`config.mk`:
```
export PLATFORM = sky130hd
export DESIGN_NAME = interval_timer_peripheral
export DESIGN_NICKNAME = d
export VERILOG_FILES = /design/src/rtl/core/tmr_pkg.sv /design/src/rtl/core/interval_timer_peripheral.sv /design/src/rtl/core/tmr_cfg.sv /design/src/rtl/core/tmr_core.sv
export SDC_FILE = /design/constraint.sdc
export NUM_CORES = 1
export LEC_CHECK = 0
export ABC_AREA = 1
export BUFFER_PORTS_ARGS = -buffer_cell sky130_fd_sc_hd__buf_4
export CORE_MARGIN = 2
export CORE_UTILIZATION = 49
export DETAILED_ROUTE_END_ITERATION = 16
export PLACE_DENSITY = 0.79
export SLEW_MARGIN = 20
export SYNTH_ARGS = -nofsm -noshare
export SYNTH_HDL_FRONTEND = slang
export SYNTH_SLANG_ARGS = --single-unit
```
`constraint.sdc`:
```
create_clock -name i_clk -period 4.7 [get_ports i_clk]
set_input_delay 0.47 -clock i_clk [delete_from_list [all_inputs] [get_ports i_clk]]
set_output_delay 0.47 -clock i_clk [all_outputs]
set_load 0.05 [all_outputs]
```
`src/rtl/core/tmr_pkg.sv`:
```
`default_nettype none
// ----------------------------------------------------------------------------
// Interval timer package
// Shared types, register codes and constants for the interval timer.
// ----------------------------------------------------------------------------
package tmr_pkg;

    // Configuration port geometry: six 32-bit registers at 4-byte steps.
    localparam int unsigned CfgAddrW  = 5;
    localparam int unsigned CfgDataW  = 32;
    localparam int unsigned CfgIdxW   = 3;

    // Timer geometry.
    localparam int unsigned TimerW    = 32;
    localparam int unsigned HalfW     = 16;
    localparam int unsigned ReqW      = 2;

    // Configuration register indexes.
    typedef enum logic [CfgIdxW-1:0] {
        CFG_BASE_ADDRESS      = 3'd0,
        CFG_INITIAL_PERIOD    = 3'd1,
        CFG_PERIOD_LOCKED     = 3'd2,
        CFG_FREE_RUNNING      = 3'd3,
        CFG_SNAPSHOT_PRESENT  = 3'd4,
        CFG_INTERRUPT_PRESENT = 3'd5
    } t_cfg_idx;

    // Request codes of an input item.
    typedef enum logic [ReqW-1:0] {
        REQ_TICK  = 2'd0,
        REQ_READ  = 2'd1,
        REQ_WRITE = 2'd2
    } t_req;

    // Register offsets from the base address.
    localparam logic [TimerW-1:0] OFF_STATUS    = 32'd0;
    localparam logic [TimerW-1:0] OFF_CONTROL   = 32'd4;
    localparam logic [TimerW-1:0] OFF_PERIOD_LO = 32'd8;
    localparam logic [TimerW-1:0] OFF_PERIOD_HI = 32'd12;
    localparam logic [TimerW-1:0] OFF_SNAP_LO   = 32'd16;
    localparam logic [TimerW-1:0] OFF_SNAP_HI   = 32'd20;

    // Control register bit positions.
    localparam int unsigned CTRL_ITO   = 0;
    localparam int unsigned CTRL_CONT  = 1;
    localparam int unsigned CTRL_START = 2;
    localparam int unsigned CTRL_STOP  = 3;

    // Static configuration seen by the timer core.
    typedef struct packed {
        logic [TimerW-1:0] base_address;
        logic              period_locked;
        logic              free_running;
        logic              snapshot_present;
        logic              interrupt_present;
    } t_cfg;

    // Load of a new initial period into period and counter.
    typedef struct packed {
        logic              load;
        logic [TimerW-1:0] value;
    } t_period_load;

endpackage : tmr_pkg
`default_nettype wire

```
`src/rtl/core/interval_timer_peripheral.sv`:
```
`default_nettype none
// ----------------------------------------------------------------------------
// Interval timer peripheral
// 32-bit down-counting timer driven by tick, read and write transfers.
// ----------------------------------------------------------------------------
// Usage:
//   Input channel (i_valid/o_ready) carries one transfer per item: a tick,
//   a register read or a register write, with address and write data.
//   Output channel (o_valid/i_ready) returns one transfer per item: the
//   read data (0 for ticks, writes and unmatched addresses) and the
//   interrupt level after the item.
//   An item is captured in the input register, then the timer state is
//   updated and the result registered in one pass.
//   Throughput is one item per cycle; the input register and the result
//   register hold one item each, so a stalled receiver does not stop the
//   input until both are full; then o_ready drops until the result is taken.
//   The APB port sets base address, initial period and options; pready is
//   always high. Writing the initial period reloads period and counter.
//   Reset (synchronous, active low) clears all state and configuration and
//   empties both registers.
// ----------------------------------------------------------------------------
module interval_timer_peripheral (
    input  wire logic                          i_clk,
    input  wire logic                          i_rst_n,
    input  wire logic                          i_valid,
    output logic                               o_ready,
    input  wire logic [tmr_pkg::ReqW-1:0]      i_req_type,
    input  wire logic [tmr_pkg::TimerW-1:0]    i_bus_address,
    input  wire logic [tmr_pkg::HalfW-1:0]     i_write_value,
    output logic                               o_valid,
    input  wire logic                          i_ready,
    output logic      [tmr_pkg::HalfW-1:0]     o_read_value,
    output logic                               o_irq_line,
    input  wire logic                          psel,
    input  wire logic                          penable,
    input  wire logic                          pwrite,
    input  wire logic [tmr_pkg::CfgAddrW-1:0]  paddr,
    input  wire logic [tmr_pkg::CfgDataW-1:0]  pwdata,
    output logic      [tmr_pkg::CfgDataW-1:0]  prdata,
    output logic                               pready
);
    import tmr_pkg::*;

    t_cfg              cfg;
    t_period_load      load;
    logic              r_in_vld;
    logic [ReqW-1:0]   r_in_req;
    logic [TimerW-1:0] r_in_addr;
    logic [HalfW-1:0]  r_in_wdata;
    logic              r_out_vld;
    logic [HalfW-1:0]  r_out_rdata;
    logic              r_out_irq;
    logic              advance;
    logic              in_xfer;
    logic [HalfW-1:0]  core_rdata;
    logic              core_irq;

    // Handshake: the item moves on when the result register is free or being emptied.
    assign advance = r_in_vld && (!r_out_vld || i_ready);
    assign o_ready = !r_in_vld || advance;
    assign in_xfer = i_valid && o_ready;

    tmr_cfg u_cfg (
        .i_clk   (i_clk),
        .i_rst_n (i_rst_n),
        .psel    (psel),
        .penable (penable),
        .pwrite  (pwrite),
        .paddr   (paddr),
        .pwdata  (pwdata),
        .prdata  (prdata),
        .pready  (pready),
        .o_cfg   (cfg),
        .o_load  (load)
    );

    tmr_core u_core (
        .i_clk        (i_clk),
        .i_rst_n      (i_rst_n),
        .i_cfg        (cfg),
        .i_load       (load),
        .i_fire       (advance),
        .i_req        (r_in_req),
        .i_addr       (r_in_addr),
        .i_wdata      (r_in_wdata),
        .o_read_value (core_rdata),
        .o_irq_line   (core_irq)
    );

    // Input register.
    always_ff @(posedge i_clk) begin
        if (!i_rst_n) begin
            r_in_vld <= 1'b0;
        end else if (in_xfer) begin
            r_in_vld <= 1'b1;
        end else if (advance) begin
            r_in_vld <= 1'b0;
        end
    end

    always_ff @(posedge i_clk) begin
        if (in_xfer) begin
            r_in_req   <= i_req_type;
            r_in_addr  <= i_bus_address;
            r_in_wdata <= i_write_value;
        end
    end

    // Result register.
    always_ff @(posedge i_clk) begin
        if (!i_rst_n) begin
            r_out_vld <= 1'b0;
        end else if (advance) begin
            r_out_vld <= 1'b1;
        end else if (i_ready) begin
            r_out_vld <= 1'b0;
        end
    end

    always_ff @(posedge i_clk) begin
        if (advance) begin
            r_out_rdata <= core_rdata;
            r_out_irq   <= core_irq;
        end
    end

    assign o_valid      = r_out_vld;
    assign o_read_value = r_out_rdata;
    assign o_irq_line   = r_out_irq;

endmodule : interval_timer_peripheral
`default_nettype wire

```
`src/rtl/core/tmr_cfg.sv`:
```
`default_nettype none
// ----------------------------------------------------------------------------
// Interval timer configuration registers
// APB-style register file holding base address, initial period and options.
// ----------------------------------------------------------------------------
module tmr_cfg (
    input  wire logic                          i_clk,
    input  wire logic                          i_rst_n,
    input  wire logic                          psel,
    input  wire logic                          penable,
    input  wire logic                          pwrite,
    input  wire logic [tmr_pkg::CfgAddrW-1:0]  paddr,
    input  wire logic [tmr_pkg::CfgDataW-1:0]  pwdata,
    output logic      [tmr_pkg::CfgDataW-1:0]  prdata,
    output logic                               pready,
    output tmr_pkg::t_cfg                      o_cfg,
    output tmr_pkg::t_period_load              o_load
);
    import tmr_pkg::*;

    logic [TimerW-1:0] r_base_address;
    logic [TimerW-1:0] r_initial_period;
    logic              r_period_locked;
    logic              r_free_running;
    logic              r_snapshot_present;
    logic              r_interrupt_present;
    logic              wr_en;
    t_cfg_idx          reg_idx;

    // The port never inserts wait states.
    assign pready  = 1'b1;
    assign wr_en   = psel && penable && pwrite && pready;
    assign reg_idx = t_cfg_idx'(paddr[CfgAddrW-1:2]);

    // Register writes.
    always_ff @(posedge i_clk) begin
        if (!i_rst_n) begin
            r_base_address      <= '0;
            r_initial_period    <= '0;
            r_period_locked     <= 1'b0;
            r_free_running      <= 1'b0;
            r_snapshot_present  <= 1'b0;
            r_interrupt_present <= 1'b0;
        end else if (wr_en) begin
            case (reg_idx)
                CFG_BASE_ADDRESS:      r_base_address      <= pwdata;
                CFG_INITIAL_PERIOD:    r_initial_period    <= pwdata;
                CFG_PERIOD_LOCKED:     r_period_locked     <= pwdata[0];
                CFG_FREE_RUNNING:      r_free_running      <= pwdata[0];
                CFG_SNAPSHOT_PRESENT:  r_snapshot_present  <= pwdata[0];
                CFG_INTERRUPT_PRESENT: r_interrupt_present <= pwdata[0];
                default: begin
                end
            endcase
        end
    end

    // Register reads.
    always_comb begin
        case (reg_idx)
            CFG_BASE_ADDRESS:      prdata = r_base_address;
            CFG_INITIAL_PERIOD:    prdata = r_initial_period;
            CFG_PERIOD_LOCKED:     prdata = {{(CfgDataW-1){1'b0}}, r_period_locked};
            CFG_FREE_RUNNING:      prdata = {{(CfgDataW-1){1'b0}}, r_free_running};
            CFG_SNAPSHOT_PRESENT:  prdata = {{(CfgDataW-1){1'b0}}, r_snapshot_present};
            CFG_INTERRUPT_PRESENT: prdata = {{(CfgDataW-1){1'b0}}, r_interrupt_present};
            default:               prdata = '0;
        endcase
    end

    // A write of the initial period also reloads period and counter.
    assign o_load.load  = wr_en && (reg_idx == CFG_INITIAL_PERIOD);
    assign o_load.value = pwdata;

    assign o_cfg.base_address      = r_base_address;
    assign o_cfg.period_locked     = r_period_locked;
    assign o_cfg.free_running      = r_free_running;
    assign o_cfg.snapshot_present  = r_snapshot_present;
    assign o_cfg.interrupt_present = r_interrupt_present;

endmodule : tmr_cfg
`default_nettype wire

```
`src/rtl/core/tmr_core.sv`:
```
`default_nettype none
// ----------------------------------------------------------------------------
// Interval timer core
// Timer state and the single-pass update for one tick, read or write.
// ----------------------------------------------------------------------------
module tmr_core (
    input  wire logic                          i_clk,
    input  wire logic                          i_rst_n,
    input  wire tmr_pkg::t_cfg                 i_cfg,
    input  wire tmr_pkg::t_period_load         i_load,
    input  wire logic                          i_fire,
    input  wire logic [tmr_pkg::ReqW-1:0]      i_req,
    input  wire logic [tmr_pkg::TimerW-1:0]    i_addr,
    input  wire logic [tmr_pkg::HalfW-1:0]     i_wdata,
    output logic      [tmr_pkg::HalfW-1:0]     o_read_value,
    output logic                               o_irq_line
);
    import tmr_pkg::*;

    logic [TimerW-1:0] r_period, n_period;
    logic [TimerW-1:0] r_count, n_count;
    logic [TimerW-1:0] r_snap, n_snap;
    logic              r_timeout, n_timeout;
    logic              r_running, n_running;
    logic              r_irq_en, n_irq_en;
    logic              r_cont, n_cont;
    logic              r_active, n_active;
    logic              r_irq, n_irq;
    logic [TimerW-1:0] offset;
    logic [TimerW-1:0] new_period;

    assign offset = i_addr - i_cfg.base_address;

    // Next state and read data for the current item.
    always_comb begin
        n_period     = r_period;
        n_count      = r_count;
        n_snap       = r_snap;
        n_timeout    = r_timeout;
        n_running    = r_running;
        n_irq_en     = r_irq_en;
        n_cont       = r_cont;
        n_active     = r_active;
        n_irq        = r_irq;
        new_period   = r_period;
        o_read_value = '0;
        case (t_req'(i_req))
            REQ_TICK: begin
                if (r_active) begin
                    if (r_count == '0) begin
                        if (r_irq_en && i_cfg.interrupt_present) begin
                            n_irq = 1'b1;
                        end
                        n_count   = r_period;
                        n_timeout = 1'b1;
                        n_running = i_cfg.free_running || r_cont;
                        n_active  = i_cfg.free_running || r_cont;
                    end else begin
                        n_count = r_count - 1'b1;
                    end
                end
            end
            REQ_READ: begin
                case (offset)
                    OFF_STATUS:    o_read_value = {{(HalfW-2){1'b0}}, r_running, r_timeout};
                    OFF_CONTROL:   o_read_value = {{(HalfW-2){1'b0}}, r_cont, r_irq_en};
                    OFF_PERIOD_LO: o_read_value = r_period[HalfW-1:0];
                    OFF_PERIOD_HI: o_read_value = r_period[TimerW-1:HalfW];
                    OFF_SNAP_LO:   o_read_value = i_cfg.snapshot_present ?
                                                  r_snap[HalfW-1:0] : '0;
                    OFF_SNAP_HI:   o_read_value = i_cfg.snapshot_present ?
                                                  r_snap[TimerW-1:HalfW] : '0;
                    default:       o_read_value = '0;
                endcase
            end
            REQ_WRITE: begin
                case (offset)
                    OFF_STATUS: begin
                        n_timeout = 1'b0;
                        if (i_cfg.interrupt_present) begin
                            n_irq = 1'b0;
                        end
                    end
                    OFF_CONTROL: begin
                        n_irq_en = i_wdata[CTRL_ITO];
                        if (!i_wdata[CTRL_ITO] && i_cfg.interrupt_present) begin
                            n_irq = 1'b0;
                        end
                        n_cont = i_wdata[CTRL_CONT];
                        if (i_wdata[CTRL_START]) begin
                            n_running = 1'b1;
                            n_active  = 1'b1;
                        end
                        // Stop wins over start unless the timer is free running.
                        if (i_wdata[CTRL_STOP] && !i_cfg.free_running) begin
                            n_running = 1'b0;
                            n_active  = 1'b0;
                        end
                    end
                    OFF_PERIOD_LO: begin
                        if (!i_cfg.period_locked) begin
                            new_period = {r_period[TimerW-1:HalfW], i_wdata};
                        end
                        n_active = 1'b0;
                        n_period = new_period;
                        n_count  = new_period;
                    end
                    OFF_PERIOD_HI: begin
                        if (!i_cfg.period_locked) begin
                            new_period = {i_wdata, r_period[HalfW-1:0]};
                        end
                        n_active = 1'b0;
                        n_period = new_period;
                        n_count  = new_period;
                    end
                    OFF_SNAP_LO, OFF_SNAP_HI: begin
                        if (i_cfg.snapshot_present) begin
                            n_snap = r_count;
                        end
                    end
                    default: begin
                    end
                endcase
            end
            default: begin
            end
        endcase
        o_irq_line = n_irq && i_cfg.interrupt_present;
    end

    // Timer state registers.
    always_ff @(posedge i_clk) begin
        if (!i_rst_n) begin
            r_period  <= '0;
            r_count   <= '0;
            r_snap    <= '0;
            r_timeout <= 1'b0;
            r_running <= 1'b0;
            r_irq_en  <= 1'b0;
            r_cont    <= 1'b0;
            r_active  <= 1'b0;
            r_irq     <= 1'b0;
        end else if (i_load.load) begin
            r_period <= i_load.value;
            r_count  <= i_load.value;
        end else if (i_fire) begin
            r_period  <= n_period;
            r_count   <= n_count;
            r_snap    <= n_snap;
            r_timeout <= n_timeout;
            r_running <= n_running;
            r_irq_en  <= n_irq_en;
            r_cont    <= n_cont;
            r_active  <= n_active;
            r_irq     <= n_irq;
        end
    end

`ifndef SYNTHESIS
    // The counter only runs while the running bit is shown.
    a_active_running: assert property (@(posedge i_clk) disable iff (!i_rst_n)
        r_active |-> r_running)
        else $error("counter active while running bit is clear");

    // Without an interrupt line the interrupt level never moves.
    a_irq_frozen: assert property (@(posedge i_clk) disable iff (!i_rst_n)
        (i_fire && !i_cfg.interrupt_present) |=> (r_irq == $past(r_irq)))
        else $error("interrupt level changed with no interrupt line");

    // A tick on an active nonzero counter decrements it by one.
    a_tick_dec: assert property (@(posedge i_clk) disable iff (!i_rst_n)
        (i_fire && !i_load.load && (i_req == REQ_TICK) && r_active && (r_count != '0))
        |=> (r_count == $past(r_count) - 1'b1))
        else $error("tick did not decrement the counter");
`endif

endmodule : tmr_core
`default_nettype wire
```
==> impl_metrics.tcl <==
set metrics [dict create \
    cts_setup_buffers 0 \
    r2r_cells 19 \
    ir_worst_vdd_mv 0.2908 \
    dieArea_sq_um 32600 \
    worst_pin_slew_ns 1.114 \
    finalClockSkew_ns 0.01083 \
    cts_made_buffers 26 \
    async_reset_ff_frac 0 \
    cts_sinks 239 \
    clk_pin_slew_ns 0.06 \
    holdCritStartpoint "i_write_value[3]" \
    outcome "complete, no violations" \
    synth.largest_area_cell "dfxtp_1" \
    vias 16146 \
    wl_met2_mm 22.77 \
    synth_cells 2416 \
    yosysSeqAreaShare 0.3571 \
    synth_area_leaders "dfxtp_1 23%, nand2_1 18%, edfxtp_1 13%" \
    cp-end-kind "flop" \
    post_drt_wl_per_cell_um 16.80 \
    p_leak_nw 7.966 \
    grt_max_degree 102 \
    dpl.hpwl_mm 35.38 \
    holdCritPathClass "input port to flop" \
    root_buffer "clkbuf_16" \
    antenna_found_initial 0 \
    die_h_um 180.6 \
    crit_type "flop to flop" \
    top_layer "met4" \
    crit_fanout 38 \
    yosys_warnings 0 \
    fin_crit_ns 3.997 \
    initial_core_util 0.4980 \
    core_area_sq_um 30670 \
    syn_nets 2543 \
    io_pins 146 \
    r2r_end "u_core.r_count[2]" \
    vias_per_cell 5.539 \
    overflow 0 \
    htree_levels 1 \
    wl_met3_mm 4.245 \
    synth.avg_cell_area_sq_um 6.322 \
    worstSkewPairLatency_ns 0.55 \
    hold_viol 0 \
    tritoncts "done" \
    arrival_ns 4.47 \
    rsz0062_at_grt "false" \
    synth_edf_count 67 \
    synthToLayoutAreaGrowth_pct 13.90 \
    crit_chain "inv_1 -> ha_1 -> nand2_1 -> nor2_1 -> nand2_1 -> inv_1 -> nand3_1 -> nand4_1 -> nand2_1 -> nor2_1 -> nand2_1 -> nor2_2 -> buf_4 -> nand3_1 -> nand4_2 -> nand2_2 -> nand2_1 -> nand2_1 -> a21oi_1" \
    met1_length_mm 20.13 \
    routabilityCongestion 0.9380 \
    hold_end "r_in_wdata[3]" \
    clockBufferDepth 3 \
    max_freq_ghz 0.2502 \
    fillers 3016 \
    post-route-drc-count 0 \
    synth.cells.most_frequent "733 x nand2_1, 326 x nor2_1, 274 x inv_1" \
    wirelength_mm 48.98 \
    synthFlopType "dfxtp_1" \
    hold_buffers 0 \
    synth_top_area_share 0.2254 \
    grt_pass1_wl_mm 77.27 \
    crit_top_cell "nand2_1" \
    grt_usage 0.2908 \
    drive_gt1_frac 0.1048 \
    finalCritPeriodShare 0.8503 \
    cp_top_family "simple AND/OR/NAND/NOR gates" \
    fin_nets 2626 \
    yosysUniqueCellTypes 48 \
    drv_cap 0 \
    synth_seq_cells 239 \
    numPortBuffers 142 \
    drt-pass1-iter-count 6 \
    grt_pass1_vias 14741 \
    cts.repair.resized 0 \
    yosysMostFrequentCell "nand2_1" \
    worstPathRequired_ns 5.18 \
    drt_iter0_drc 1830 \
    cp_num_buf_inv 3 \
    setup_slack_ns 0.7035 \
    setup_viol 0 \
    r2r_start "u_cfg.r_base_address[17]" \
    rows 64 \
    reg2reg_setup_slack_ns 0.70 \
    tns_ns 0 \
    cp_slowest_stage_delay_ns 0.47 \
    diodes 0 \
    relSlewSlack 0.2576 \
    critical_path.slowest_cell "buf_4" \
    worstSetupStartpointType "flop" \
    drv_slew 0 \
    hold_path_depth 1 \
    power_density_nw_per_um2 305.2 \
    netlist_area_sq_um 15270 \
    die_w_um 180.6 \
    dp_slack_ns 0.8034 \
    ant_nets 0 \
]
==> cell type report <==
| cell class | instances | area, sq um | area share |
|---|---|---|---|
| Clock buffer | 35 | 737.0 | 0.04236 |
| Clock inverter | 13 | 127.6 | 0.007335 |
| Inverter | 284 | 1069 | 0.06142 |
| Multi-Input combinational cell | 1781 | 8248 | 0.4741 |
| Sequential cell | 239 | 5455 | 0.3136 |
| Tap cell | 396 | 495.5 | 0.02848 |
| Timing Repair Buffer | 167 | 1266 | 0.07278 |
==> worst reg2reg max path: cells and delay by family, from the launching register on <==
kind                     cells  cell delay [ns]
adder cells (fa/ha/maj)      1             0.43
flip-flops                   1             0.32
AO/OA/AOI/OAI                1             0.16
buffers and inverters        3             0.64
AND/OR/NAND/NOR             14             2.40
==> power by group <==
part	switching [W]	total (W)	internal (W)	leakage [nW]
Clock	0.000879	0.00209	0.00121	0.423
Combinational	0.000672	0.00101	0.000336	5.51
Sequential	0.0000358	0.00221	0.00217	2.03
Total	0.00159	0.00531	0.00372	7.97
==> cells by family after synthesis <==
group	count (synthesis)	synth area share
fa+ha+maj	33	0.02703
xor+xnor	30	0.01720
flops	239	0.3571
compound gates	331	0.1138
other cells	1	0.0002455
buf+inv	396	0.1041
simple gates	1386	0.3805
==> layer usage <==
| metal | track usage | vias up |
|---|---|---|
| met5 | 0 | - |
| met4 | 0.1055 | 0 |
| met3 | 0.03375 | 110 |
| met2 | 0.4889 | 782 |
| met1 | 0.3855 | 7341 |
| li1 | - | 7913 |
==> how the worst max path moves through the flow <==
stage                                        start                end  slack, ns  cells past startpoint
final                     u_cfg.r_base_address[17]  u_core.r_count[2]       0.70                     19
after CTS                 u_cfg.r_base_address[17]  u_core.r_count[2]       0.76                     19
after global placement                r_in_addr[5]   o_read_value[15]       0.87                     20
after global routing                 r_in_addr[11]    o_read_value[3]       0.36                     22
after floorplan                       r_in_addr[2]   o_read_value[10]       2.02                     20
after detailed placement             r_in_addr[19]  u_core.r_count[2]       0.80                     18
==> per-stage QoR <==
step,cell area (sq um),hold WS (ns),util,total power (W),std cells
2_1_floorplan,15270,0.4410,-,0.002935,2416
3_3_place_gp,16530,0.4478,0.5390,0.003227,2867
3_5_place_dp,16530,0.4542,0.5390,0.003238,2867
4_1_cts,17400,0.08281,0.5672,0.005310,2915
5_1_grt,17400,0.08593,0.5673,0.005519,2915
6_report,17400,0.09633,0.5673,0.005310,2915
==> registers in the layout, indices dropped and copies added, names as in the netlist, 2 cells and up <==
signal and count:
u_core.r_period 32, o_read_value 16, u_core.r_count 32, u_core.r_snap 32
r_in_wdata 16, u_cfg.r_base_address 32, r_in_req 2, u_cfg.r_initial_period 32
r_in_addr 32
==> cell usage in the layout, fill, tap and decap left out, types with 29 or more instances in the layout <==
cell type,n
nand3_1,208
edfxtp_1,67
nor2_1,325
nand2_1,732
inv_1,272
nand4_1,48
dfxtp_1,172
buf_4,166
o21ai_0,145
a21oi_1,155
ha_1,33
xor2_1,29
Note: power is estimated with default switching activity, not from simulation.
